## src/design/stp_pkg.sv

```systemverilog
// package for the spanning tree bpdu engine: sizes, vector type, codes
`default_nettype none
package stp_pkg;
   localparam int NPORTS = 8;
   localparam int PW = (NPORTS > 1) ? $clog2(NPORTS) : 1;
   localparam int PC = $clog2(NPORTS + 1);

   typedef struct packed {
      logic [63:0] root;
      logic [31:0] cost;
      logic [63:0] bridge;
      logic [15:0] ident;
   } vec_type;

   typedef enum logic [2:0] {
      ST_IDLE,
      ST_CMP,
      ST_ELECT,
      ST_SETROOT,
      ST_UPDATE,
      ST_SEND,
      ST_INIT
   } state_type;

   localparam logic [2:0] REG_BRIDGE_ID = 3'd0;
   localparam logic [2:0] REG_PORT_PRIO = 3'd1;
   localparam logic [2:0] REG_PORTS     = 3'd2;
   localparam logic [2:0] REG_HELLO     = 3'd3;
   localparam logic [2:0] REG_COST      = 3'd4;

   // true when a is strictly better (smaller) than b
   function automatic logic vec_better(vec_type a, vec_type b);
      return {a.root, a.cost, a.bridge, a.ident} < {b.root, b.cost, b.bridge, b.ident};
   endfunction
endpackage
`default_nettype wire

```

## src/design/stp_vec_ram.sv

```systemverilog
// port vector store: one vector register per port, one write and one read port
`default_nettype none
module stp_vec_ram
   import stp_pkg::*;
(
   input  wire logic          clock,
   input  wire logic          wr_en,
   input  wire logic [PW-1:0] wr_addr,
   input  vec_type            wr_data,
   input  wire logic [PW-1:0] rd_addr,
   output vec_type            rd_data
);
   vec_type mem_ff [NPORTS];

   always_ff @(posedge clock) begin
      if (wr_en) begin
         mem_ff[wr_addr] <= wr_data;
      end
   end

   assign rd_data = mem_ff[rd_addr];
endmodule
`default_nettype wire

```

## src/design/spanning_tree_bpdu_engine_core.sv

```systemverilog
// top level of the spanning tree bpdu engine: sequencer, compare unit, vector store
// usage:
//  req_ channel carries one word: a received config bpdu (req_func 0) or a
//  hello tick (req_func 1). rsp_ channel carries the bpdus sent, in ascending
//  port order, rsp_last marking the final word of the item.
//  csr_ port writes a register at any edge with csr_we high; the user must write only while idle,
//  as the block itself does not enforce it. a write of bridge id, port priority or port
//  count rebuilds every port vector, one port a cycle (req_ready low meanwhile).
//  timing: an item walks the ports one vector per cycle through one shared
//  vector comparator while the receiver keeps up; req_ready stays low until
//  the item is done, so the next word is taken only back in idle. words
//  leave as the walk finds them, but one is held back to mark the last.
//  at reset the block runs the same rebuild pass before taking words.
//  a stalled receiver holds the output register; the sequencer waits on it.
`default_nettype none
module spanning_tree_bpdu_engine_core
   import stp_pkg::*;
(
   input  wire logic        clock,
   input  wire logic        reset,
   input  wire logic        req_valid,
   output logic             req_ready,
   input  wire logic        req_func,
   input  wire logic [2:0]  req_rx_port,
   input  wire logic [63:0] req_rx_root_id,
   input  wire logic [31:0] req_rx_root_cost,
   input  wire logic [63:0] req_rx_bridge_id,
   input  wire logic [15:0] req_rx_port_id,
   output logic             rsp_valid,
   input  wire logic        rsp_ready,
   output logic [2:0]       rsp_tx_port,
   output logic [63:0]      rsp_tx_root_id,
   output logic [31:0]      rsp_tx_root_cost,
   output logic [63:0]      rsp_tx_bridge_id,
   output logic [15:0]      rsp_tx_port_id,
   output logic             rsp_last,
   input  wire logic        csr_we,
   input  wire logic [2:0]  csr_index,
   input  wire logic [63:0] csr_wdata
);
   // config registers
   logic [63:0] bridge_id_ff;
   logic [7:0]  prio_ff;
   logic [3:0]  ports_ff;
   logic [15:0] hello_ff;
   logic [15:0] cost_ff;
   logic        restart;

   always_ff @(posedge clock) begin
      if (reset) begin
         bridge_id_ff <= '0;
         prio_ff      <= 8'd128;
         ports_ff     <= 4'd8;
         hello_ff     <= 16'd2;
         cost_ff      <= 16'd1;
      end else if (csr_we) begin
         case (csr_index)
            REG_BRIDGE_ID: bridge_id_ff <= csr_wdata;
            REG_PORT_PRIO: prio_ff <= csr_wdata[7:0];
            REG_PORTS:     ports_ff <= csr_wdata[3:0];
            REG_HELLO:     hello_ff <= csr_wdata[15:0];
            REG_COST:      cost_ff <= csr_wdata[15:0];
            default: ;
         endcase
      end
   end

   assign restart = csr_we && (csr_index == REG_BRIDGE_ID || csr_index == REG_PORT_PRIO ||
                               csr_index == REG_PORTS);

   // active port count, clamped to 1..NPORTS
   logic [PC-1:0] nact;
   always_comb begin
      if (ports_ff == 4'd0) nact = PC'(1);
      else if (32'(ports_ff) > NPORTS) nact = PC'(NPORTS);
      else nact = PC'(ports_ff);
   end

   // state
   state_type   state_ff, state_in;
   logic [PC-1:0] idx_ff, idx_in;
   logic [PC-1:0] best_ff, best_in;     // NPORTS means none
   logic [PC-1:0] rootp_ff, rootp_in;
   logic [63:0] broot_ff, broot_in;
   logic [31:0] bcost_ff, bcost_in;
   logic        hen_ff, hen_in;
   logic [15:0] hcnt_ff, hcnt_in;
   vec_type     rx_ff;
   vec_type     bestv_ff, bestv_in;
   logic        upd_ff, upd_in;         // send pass done, held word still to flush
   // pending output word waiting for a later designated port to mark last
   logic        pend_ff, pend_in;
   vec_type     pendv_ff, pendv_in;
   logic [PW-1:0] pendp_ff, pendp_in;
   logic        ov_ff, ov_in;
   logic        ol_ff, ol_in;
   vec_type     ovec_ff, ovec_in;
   logic [PW-1:0] oport_ff, oport_in;

   // vector store
   logic        wr_en;
   logic [PW-1:0] wr_addr, rd_addr;
   vec_type     wr_data, rd_data;

   stp_vec_ram u_ram (
      .clock(clock), .wr_en(wr_en), .wr_addr(wr_addr), .wr_data(wr_data),
      .rd_addr(rd_addr), .rd_data(rd_data)
   );

   logic [PW-1:0] idx_p;
   logic [15:0]   own_id;
   logic          desig;
   logic          at_end;
   vec_type       cmp_a, cmp_b;
   logic          better;
   vec_type       mine;
   logic [32:0]   csum;

   assign idx_p  = idx_ff[PW-1:0];
   assign own_id = {prio_ff, 8'(32'(idx_ff) + 1)};
   assign desig  = (rd_data.bridge == bridge_id_ff) && (rd_data.ident == own_id);
   assign at_end = (idx_ff == nact - PC'(1));
   assign better = vec_better(cmp_a, cmp_b);
   assign mine   = '{root: broot_ff, cost: bcost_ff, bridge: bridge_id_ff, ident: own_id};
   assign csum   = {1'b0, bestv_ff.cost} + {17'd0, cost_ff};

   always_ff @(posedge clock) begin
      if (reset || restart) begin
         state_ff <= ST_INIT;
         idx_ff   <= '0;
         broot_ff <= csr_we && csr_index == REG_BRIDGE_ID ? csr_wdata
                     : (reset ? 64'd0 : bridge_id_ff);
         bcost_ff <= '0;
         rootp_ff <= PC'(NPORTS);
         hen_ff   <= 1'b1;
         hcnt_ff  <= '0;
         ov_ff    <= 1'b0;
         pend_ff  <= 1'b0;
         upd_ff   <= 1'b0;
         best_ff  <= PC'(NPORTS);
      end else begin
         state_ff <= state_in;
         idx_ff   <= idx_in;
         broot_ff <= broot_in;
         bcost_ff <= bcost_in;
         rootp_ff <= rootp_in;
         hen_ff   <= hen_in;
         hcnt_ff  <= hcnt_in;
         ov_ff    <= ov_in;
         pend_ff  <= pend_in;
         upd_ff   <= upd_in;
         best_ff  <= best_in;
      end
   end

   always_ff @(posedge clock) begin
      bestv_ff <= bestv_in;
      pendv_ff <= pendv_in;
      pendp_ff <= pendp_in;
      ol_ff    <= ol_in;
      ovec_ff  <= ovec_in;
      oport_ff <= oport_in;
      if (req_valid && req_ready) begin
         rx_ff   <= '{root: req_rx_root_id, cost: req_rx_root_cost,
                      bridge: req_rx_bridge_id, ident: req_rx_port_id};
      end
   end

   // next state
   logic out_free;
   assign out_free = !ov_ff || rsp_ready;

   always_comb begin
      state_in = state_ff;
      idx_in   = idx_ff;
      broot_in = broot_ff;
      bcost_in = bcost_ff;
      rootp_in = rootp_ff;
      hen_in   = hen_ff;
      hcnt_in  = hcnt_ff;
      best_in  = best_ff;
      bestv_in = bestv_ff;
      upd_in   = upd_ff;
      pend_in  = pend_ff;
      pendv_in = pendv_ff;
      pendp_in = pendp_ff;
      ov_in    = ov_ff && !rsp_ready;
      ol_in    = ol_ff;
      ovec_in  = ovec_ff;
      oport_in = oport_ff;
      rd_addr  = idx_p;
      wr_en    = 1'b0;
      wr_addr  = idx_p;
      wr_data  = rd_data;
      cmp_a    = rx_ff;
      cmp_b    = rd_data;
      case (state_ff)
         ST_INIT: begin
            wr_en   = 1'b1;
            wr_data = '{root: bridge_id_ff, cost: 32'd0, bridge: bridge_id_ff, ident: own_id};
            broot_in = bridge_id_ff;
            if (idx_ff == PC'(NPORTS - 1)) begin
               idx_in = '0;
               state_in = ST_IDLE;
            end else begin
               idx_in = idx_ff + PC'(1);
            end
         end
         ST_IDLE: begin
            idx_in  = '0;
            pend_in = 1'b0;
            best_in = PC'(NPORTS);
            upd_in  = 1'b0;
            if (req_valid) begin
               if (req_func) begin
                  if (hen_ff) begin
                     if (hcnt_ff + 16'd1 >= ((hello_ff == 16'd0) ? 16'd1 : hello_ff)
                         && hcnt_ff != 16'hFFFF) begin
                        hcnt_in  = '0;
                        state_in = ST_SEND;
                     end else begin
                        hcnt_in = hcnt_ff + 16'd1;
                     end
                  end
               end else if (PC'(req_rx_port) < nact) begin
                  idx_in   = PC'(req_rx_port);
                  state_in = ST_CMP;
               end
            end
         end
         ST_CMP: begin
            // shared comparator: received vector against stored one
            if (better) begin
               wr_en   = 1'b1;
               wr_data = rx_ff;
               idx_in  = '0;
               state_in = ST_ELECT;
            end else if (desig) begin
               if (out_free) begin
                  ov_in = 1'b1; ol_in = 1'b1; ovec_in = rd_data; oport_in = idx_p;
                  state_in = ST_IDLE;
               end
            end else begin
               state_in = ST_IDLE;
            end
         end
         ST_ELECT: begin
            cmp_a = rd_data;
            cmp_b = bestv_ff;
            if (!desig && (best_ff == PC'(NPORTS) || better)) begin
               best_in  = idx_ff;
               bestv_in = rd_data;
            end
            if (at_end) state_in = ST_SETROOT;
            else idx_in = idx_ff + PC'(1);
         end
         ST_SETROOT: begin
            rootp_in = best_ff;
            idx_in   = '0;
            if (best_ff == PC'(NPORTS)) begin
               broot_in = bridge_id_ff;
               bcost_in = '0;
            end else begin
               broot_in = bestv_ff.root;
               bcost_in = csum[32] ? 32'hFFFF_FFFF : csum[31:0];
            end
            state_in = ST_UPDATE;
         end
         ST_UPDATE: begin
            // one pass: each port that is designated or, the root port apart, beaten takes our root and cost
            cmp_a = mine;
            cmp_b = rd_data;
            if (desig || (idx_ff != rootp_ff && better)) begin
               wr_en   = 1'b1;
               wr_data = '{root: broot_ff, cost: bcost_ff, bridge: bridge_id_ff, ident: own_id};
            end
            if (at_end) begin
               idx_in = '0;
               if (broot_ff != bridge_id_ff) hen_in = 1'b0;
               state_in = ST_SEND;
            end else begin
               idx_in = idx_ff + PC'(1);
            end
         end
         ST_SEND: begin
            // walk designated ports; hold one word back to find the last one
            if (out_free || !(pend_ff && (desig || at_end))) begin
               if (desig) begin
                  if (pend_ff) begin
                     ov_in = 1'b1; ol_in = 1'b0; ovec_in = pendv_ff; oport_in = pendp_ff;
                  end
                  pend_in = 1'b1; pendv_in = rd_data; pendp_in = idx_p;
               end
               if (at_end) begin
                  if (desig || pend_ff) begin
                     // held word goes out as the last one in the flush that follows
                     pend_in = 1'b1;
                     state_in = ST_SEND;
                     idx_in = idx_ff;
                     upd_in = 1'b1;
                  end else begin
                     state_in = ST_IDLE;
                  end
               end else begin
                  idx_in = idx_ff + PC'(1);
               end
               if (upd_ff) begin
                  // flush: the held word is the last one
                  wr_en = 1'b0;
                  if (out_free) begin
                     ov_in = 1'b1; ol_in = 1'b1; ovec_in = pendv_ff; oport_in = pendp_ff;
                     pend_in = 1'b0; upd_in = 1'b0;
                     state_in = ST_IDLE;
                  end else begin
                     ov_in = ov_ff; pend_in = pend_ff; pendv_in = pendv_ff;
                     pendp_in = pendp_ff; state_in = ST_SEND; upd_in = 1'b1;
                  end
               end
            end else if (upd_ff) begin
               state_in = ST_SEND;
            end
         end
         default: state_in = ST_IDLE;
      endcase
   end

   // outputs
   always_comb begin
      req_ready = (state_ff == ST_IDLE);
   end

   assign rsp_valid        = ov_ff;
   assign rsp_last         = ol_ff;
   assign rsp_tx_port      = 3'(oport_ff);
   assign rsp_tx_root_id   = ovec_ff.root;
   assign rsp_tx_root_cost = ovec_ff.cost;
   assign rsp_tx_bridge_id = ovec_ff.bridge;
   assign rsp_tx_port_id   = ovec_ff.ident;
endmodule
`default_nettype wire
```

## config.mk

```make
export PLATFORM = sky130hd
export DESIGN_NAME = spanning_tree_bpdu_engine_core
export DESIGN_NICKNAME = d
export VERILOG_FILES = /design/src/design/stp_pkg.sv /design/src/design/stp_vec_ram.sv /design/src/design/spanning_tree_bpdu_engine_core.sv
export SDC_FILE = /design/constraint.sdc
export NUM_CORES = 2
export LEC_CHECK = 0
export BUFFER_PORTS_ARGS = -buffer_cell sky130_fd_sc_hd__buf_2
export CAP_MARGIN = 30
export CORE_ASPECT_RATIO = 0.9
export CORE_MARGIN = 3
export CORE_UTILIZATION = 50
export CTS_CLUSTER_DIAMETER = 150
export DETAILED_ROUTE_END_ITERATION = 6
export PLACE_DENSITY = 0.67
export SYNTH_ARGS = -nofsm -noshare
export SYNTH_HDL_FRONTEND = slang
export SYNTH_SLANG_ARGS = --single-unit
```

## constraint.sdc

```tcl
create_clock -name clock -period 70.3 [get_ports clock]
set_input_delay 3.515 -clock clock [delete_from_list [all_inputs] [get_ports clock]]
set_output_delay 3.515 -clock clock [all_outputs]
set_load 0.1 [all_outputs]
```

# --- After elaboration in Yosys (flattened, before gate mapping) ---
# Memory sizes are Yosys's and may differ from the RTL's. A register that Yosys moved wholly into a read port is not among the register bits.
# Index checks and enable logic that the tools add are counted.
word_totals:
  regBits: 950
  mem_bits_rw: 1408
  in_bits: 252
  output_inout_bits: 182
  elab_cells: 234
  memories: 1
memory_table:
  columns: ["name", "words", "word_bits", "rd", "rd_ports_with_merged_regs", "write_ports", "line", "rtl"]
  rows:
  - ["u_ram.mem_ff", 8, 176, 1, 1, 1, "stp_vec_ram.sv:13", "vec_type mem_ff [NPORTS];"]
op_classes:
  n_addsub: 5
  order_cmp: 4
  n_eq_ne: 37
  muxes: 106
  n_reduce_logical: 46
op_table:
  columns: ["op", "n"]
  rows:
  - ["176-bit two-way mux", 14]
  - ["176-bit case mux with 2 select lines", 2]
  - ["176-bit case mux with 3 select lines", 1]
  - ["64-bit two-way mux", 4]
  - ["176-bit < comparator", 1]
  - ["64-bit case mux with 2 select lines", 1]
  - ["3-bit two-way mux", 33]
  - ["64-bit equality test", 1]
  - ["32-bit two-way mux", 2]
  - ["64-bit inequality test", 1]
  - ["32-bit by 16-bit adder with 33-bit output", 1]
  - ["16-bit two-way mux", 2]
  - ["4-bit two-way mux", 8]
  - ["1-bit two-way mux", 30]
  - ["4-bit case mux with 7 select lines", 1]
  - ["3-bit case mux with 7 select lines", 1]
  - ["2-bit inequality test (second input constant)", 10]
  - ["16-bit by 1-bit adder with 16-bit output (second input constant)", 1]
  - ["16-bit equality test", 1]
  - ["16-bit >= comparator", 1]
  - ["16-bit zero test", 1]
  - ["16-bit inequality test (second input constant)", 1]
  - ["2-bit AND reduction", 8]
  - ["3-bit by 2-bit equality test with 1-bit output (second input constant)", 4]
  - ["32 further kinds", 68]

# --- Logic depth before layout (Yosys ltp) ---
logic_depth:
  depth_word: 13
  mapped_depth: 27
  mapped_depth_nobuf: 17

# --- Modules after synthesis ---
# From an unflattened synthesis, not the netlist that was laid out.
hier_totals:
  hier_cells: 6734
  hier_area_um2: 103727.0
by_module_without_submodules:
  columns: ["mod", "n_inst", "cells_per_inst", "area_each_um2", "seq_area_each_um2"]
  rows:
  - ["stp_vec_ram", 1, 2047, 53008.3, 42280.6]
  - ["spanning_tree_bpdu_engine_core", 1, 4687, 50718.6, 26775.7]

# --- Worst setup path after synthesis ---
# No wires, ideal clock.
synth_path:
  path_kind: "register to register"
  startpoint: "register with a tool-made name"
  endpoint: "memory u_ram.mem_ff[4][0] in the netlist's numbering (enable)"
  setup_ps: 1203
  arrival_ps: 23842
  t_required_ps: 69097
  slack_ps: 45254
  stages_incl_launch_ff: 25
  path_buffers: 10
  synth_period_minus_slack_ps: 25046
  cell_sequence: "dfxtp_1 buf_6 buf_6 buf_4 buf_2 buf_4 buf_2 buf_1 buf_2 mux4_2 mux2i_1 o21ai_0 ha_1 a21o_1 a211o_1 o221ai_1 a21oi_1 a2111oi_0 o2111ai_1 clkbuf_1 nor2_1 nand2_1 o21ai_2 buf_2 nor4b_1"
synth_lines:
  columns: ["element", "line"]
  rows:
  - ["to (decl)", "stp_vec_ram.sv:13"]

# --- Worst setup path in the final report ---
layout_path:
  startpoint: "register state_ff[0]"
  endpoint: "memory u_ram.mem_ff[1][151] in the netlist's numbering (enable)"
layout_between:
  elab_chain_len: 9
  elab_cells_between_ends: 14
  cone_classes: "order compare (1); eq/ne (4); mux (7); reduce/logical (2)"
layout_rtl:
  columns: ["element", "line", "rtl"]
  rows:
  - ["from (decl)", "spanning_tree_bpdu_engine_core.sv:80", "state_type state_ff, state_in;"]
  - ["from (signal assigned)", "spanning_tree_bpdu_engine_core.sv:142", "state_ff <= state_in;"]
  - ["3-bit equality test or 3-bit by 2-bit equality test with 1-bit output (tied branches)", "spanning_tree_bpdu_engine_core.sv:197", "case (state_ff)"]
  - ["176-bit case mux with 2 select lines or 176-bit two-way mux (tied branches)", "spanning_tree_bpdu_engine_core.sv:197", null]
  - ["176-bit < comparator", "stp_pkg.sv:33", "return {a.root, a.cost, a.bridge, a.ident} < {b.root, b.cost, b.bridge, b.ident};"]
  - ["1-bit logical AND", "spanning_tree_bpdu_engine_core.sv:273", "if (desig || (idx_ff != rootp_ff && better)) begin"]
  - ["1-bit logical OR", "spanning_tree_bpdu_engine_core.sv:273", null]
  - ["1-bit two-way mux", "spanning_tree_bpdu_engine_core.sv:273", null]
  - ["1-bit case mux with 3 select lines (*)", "spanning_tree_bpdu_engine_core.sv:197", null]
  - ["1-bit two-way mux (*)", "stp_vec_ram.sv:16", "if (wr_en) begin"]
  - ["1-bit two-way mux (implied by the code) (*)", "stp_vec_ram.sv:17", "mem_ff[wr_addr] <= wr_data;"]
# Mark *: on every way between the ends. The rest lies on a longest branch, timed or not.

==> flow_summary.toml <==
[worst_setup_path]
max_stage_delay_ns = 0.94
crit_type = "flip-flop to flip-flop"
cp-end-kind = "flip-flop"
crit_slowest_cell = "and3_4"
cp.arrival_ns = 11.13
crit_required_ns = 70.79
start_kind = "flip-flop"
crit_top_cell = "buf_4"
worst-path-max-fanout = 103

[sta]
hold_viol_final = 0
setup_viol = 0
clock.fmax_mhz = 94.0
slew_viol_final = 0
worst_pin_slew_ns = 1.27
fin_crit_sh_pct = 15.1
whs_ns = 0.463
period_minus_slack_ns = 10.64
setup_tns_ns = 0
fin_worst_skew_ns = 0.0722
slew_headroom_pct = 15.2
rsz0062_at_grt = "no"

[clock_tree]
ctsHtreeMaxLevel = 4
cts_setup_buffers = 0
clk_latency_ns = 0.92
cts_root_buf = "clkbuf_16"
clockBufferDepth = 3
clkSinkCount = 2361
clkTransAtPathRegs_ns = 0.06
cts_tree = "built"
numCtsBuffers = 232
cts.repair.resized = 0
hold_buffers = 0

[logic_synthesis]
yosys.area.top_type = "edfxtp_1"
synth-edff-count = 2183
synth_flop_cell = "edfxtp_1"
syn_avg_cell_area_um2 = 14.2
yosysUniqueCellTypes = 92
synth_seq_cells = 2361
yosysSeqAreaShare_pct = 66.2
yosysWarningCount = 0
synth.net_count = 7817
synth_top_cells_by_count = "edfxtp_1, nand2_1, o21ai_0"
synth_area_leaders = "edfxtp_1, mux4_2, dfxtp_1, ha_1, nand2_1"
syn-cell-area_um2 = 104000
syn-instance-count = 7351
async_reset_ff_share_pct = 0
yosysTopAreaCellShare_pct = 62.7
yosysMostFrequentCell = "edfxtp_1"

[die]
initial_core_util_pct = 50.5
core_area_um2 = 207000
ioPinCount = 434
die_height_um = 440
num_rows = 158
die-area_um2 = 214000
fp.dieW_um = 488

[route]
avgViaCountPerCell = 6.75
met2_length_mm = 159
wl_met3_mm = 47.7
drc = 4
drt-initial-drc-count = 12700
avgRoutedWirePerCell_um = 34.4
drtPass1Iterations = 7
top_layer_used = "met5"
vias = 71900
wirelength_mm = 366
ant_nets = 0
wl_met1_mm = 134

[run_status]
violations = "DRC"
status = "finished, violations left"

[power]
leakage_nw = 41.2
swShare_pct = 41.1
p_int_mw = 3.68
power_frac_comb_pct = 44.3
p_per_area_nw_per_um2 = 53.0
power.share.clock_pct = 20.6
p_seq_share_pct = 35.2
max-vdd-ir-drop_uv = 53.3
p_switching_mw = 2.57

[final_layout]
nets = 8179
area_delta_synth_final_pct = 12.9
drive_above_1_share_pct = 18.8

[placed_design]
place_congestion = 0.982
hpwlAfterDp_mm = 242
io_buffers = 433

[flow_run]
maxCapViolations = 0

[grt]
grt-ovfl-total = 0
grt_max_degree = 231
grtUsageTotal_pct = 33.5
antenna_found_initial = 30
grt_pass1_wl_mm = 511
grt_pass1_vias = 67300

[hold_path]
hold_class = "flip-flop to flip-flop"
-- per-stage QoR --
step	power [mW]	util (%)	setup WS (ns)	std cells	cell area [µm²]
6_report	6.26	57.0	59.66	10700	118000
5_1_grt	6.48	57.0	59.31	10600	118000
4_1_cts	6.18	56.9	59.91	10600	118000
3_5_place_dp	4.90	53.2	59.98	10200	110000
3_3_place_gp	4.83	53.0	59.42	10200	110000
2_1_floorplan	3.94	-	45.25	7351	104000
-- worst max-delay path: cells and delay by family, from the launching register on --
| family | cells | cell delay [ns] |
|---|---|---|
| DFF | 1 | 0.50 |
| AOI/OAI and AO/OA | 10 | 2.25 |
| buffers and inverters | 10 | 5.42 |
| and+or+nand+nor | 4 | 1.33 |
| adders and majority gates | 1 | 0.28 |
-- cell type report --
type,instances,area (µm²)
multi-input combinational,4143,32200
timing repair buffer,649,4150
fill,16200,89000
inverter,326,1230
tap,2720,3400
clock inverter,134,1490
sequential,2361,69100
clock buffer,306,6350
antenna,16,40.0
-- layout by cell type, fill, tap and decap left out, types with 164 or more instances in the layout --
master     instances
ha_1             213
nor3_1           284
mux4_2           299
buf_4            190
clkbuf_16        235
dfxtp_1          175
o21ai_0          431
buf_2            434
a22oi_1          245
nor2_1           164
edfxtp_1        2183
mux2i_1          194
nand3_1          181
inv_1            321
nand2_1          666
a21oi_1          281
-- state kept, by name, indices dropped and copies added, names as in the netlist, 8 cells and up, named ones only --
| signal | cells |
|---|---|
| u_ram.mem_ff | 1408 |
| bestv_ff | 176 |
| pendv_ff | 176 |
| rx_ff | 176 |
| bridge_id_ff | 64 |
| broot_ff | 64 |
| rsp_tx_bridge_id | 64 |
| rsp_tx_root_id | 64 |
| bcost_ff | 32 |
| rsp_tx_root_cost | 32 |
| cost_ff | 16 |
| hcnt_ff | 16 |
| hello_ff | 16 |
| rsp_tx_port_id | 16 |
| prio_ff | 8 |
-- routing by layer --
metal  vias to the layer above  global-route usage (%)
li1                      29400                       -
met1                     36100                    45.3
met2                      5366                    49.0
met3                       914                    9.17
met4                        10                    19.2
met5                         -                       0
-- kinds of logic (layout without fill, tap and decap cells) --
kind of cell	Yosys count	in the layout	synth area share [%]
AOI/OAI and AO/OA	1633	1633	10.4
xor gates and xnor gates	168	168	1.41
adders and majority gates	214	214	2.57
buffers and inverters	847	1415	3.28
DFF	2361	2361	66.2
muxes	591	591	9.47
other	0	16	0
and+or+nand+nor	1537	1537	6.73
-- power by group through the flow --
| stage | clock, mW | combinational (mW) | sequential (mW) |
|---|---|---|---|
| detailed placement | 0 | 2.67 | 2.23 |
| global placement | 0 | 2.62 | 2.22 |
| global route | 1.35 | 2.91 | 2.22 |
| finish | 1.29 | 2.77 | 2.20 |
| CTS | 1.29 | 2.69 | 2.20 |
| floorplan | 0 | 1.69 | 2.25 |
-- final timing paths --
check	start	endpoint	slack, ns	depth (start not counted)
max	state_ff[0]	u_ram.mem_ff[1][151]	59.66	25
min reg2reg	hello_ff[0]	hello_ff[0]	0.46	2
max reg2reg	state_ff[0]	u_ram.mem_ff[1][151]	59.66	25
min	hello_ff[0]	hello_ff[0]	0.46	2
Note: power is estimated with default switching activity, not from simulation.
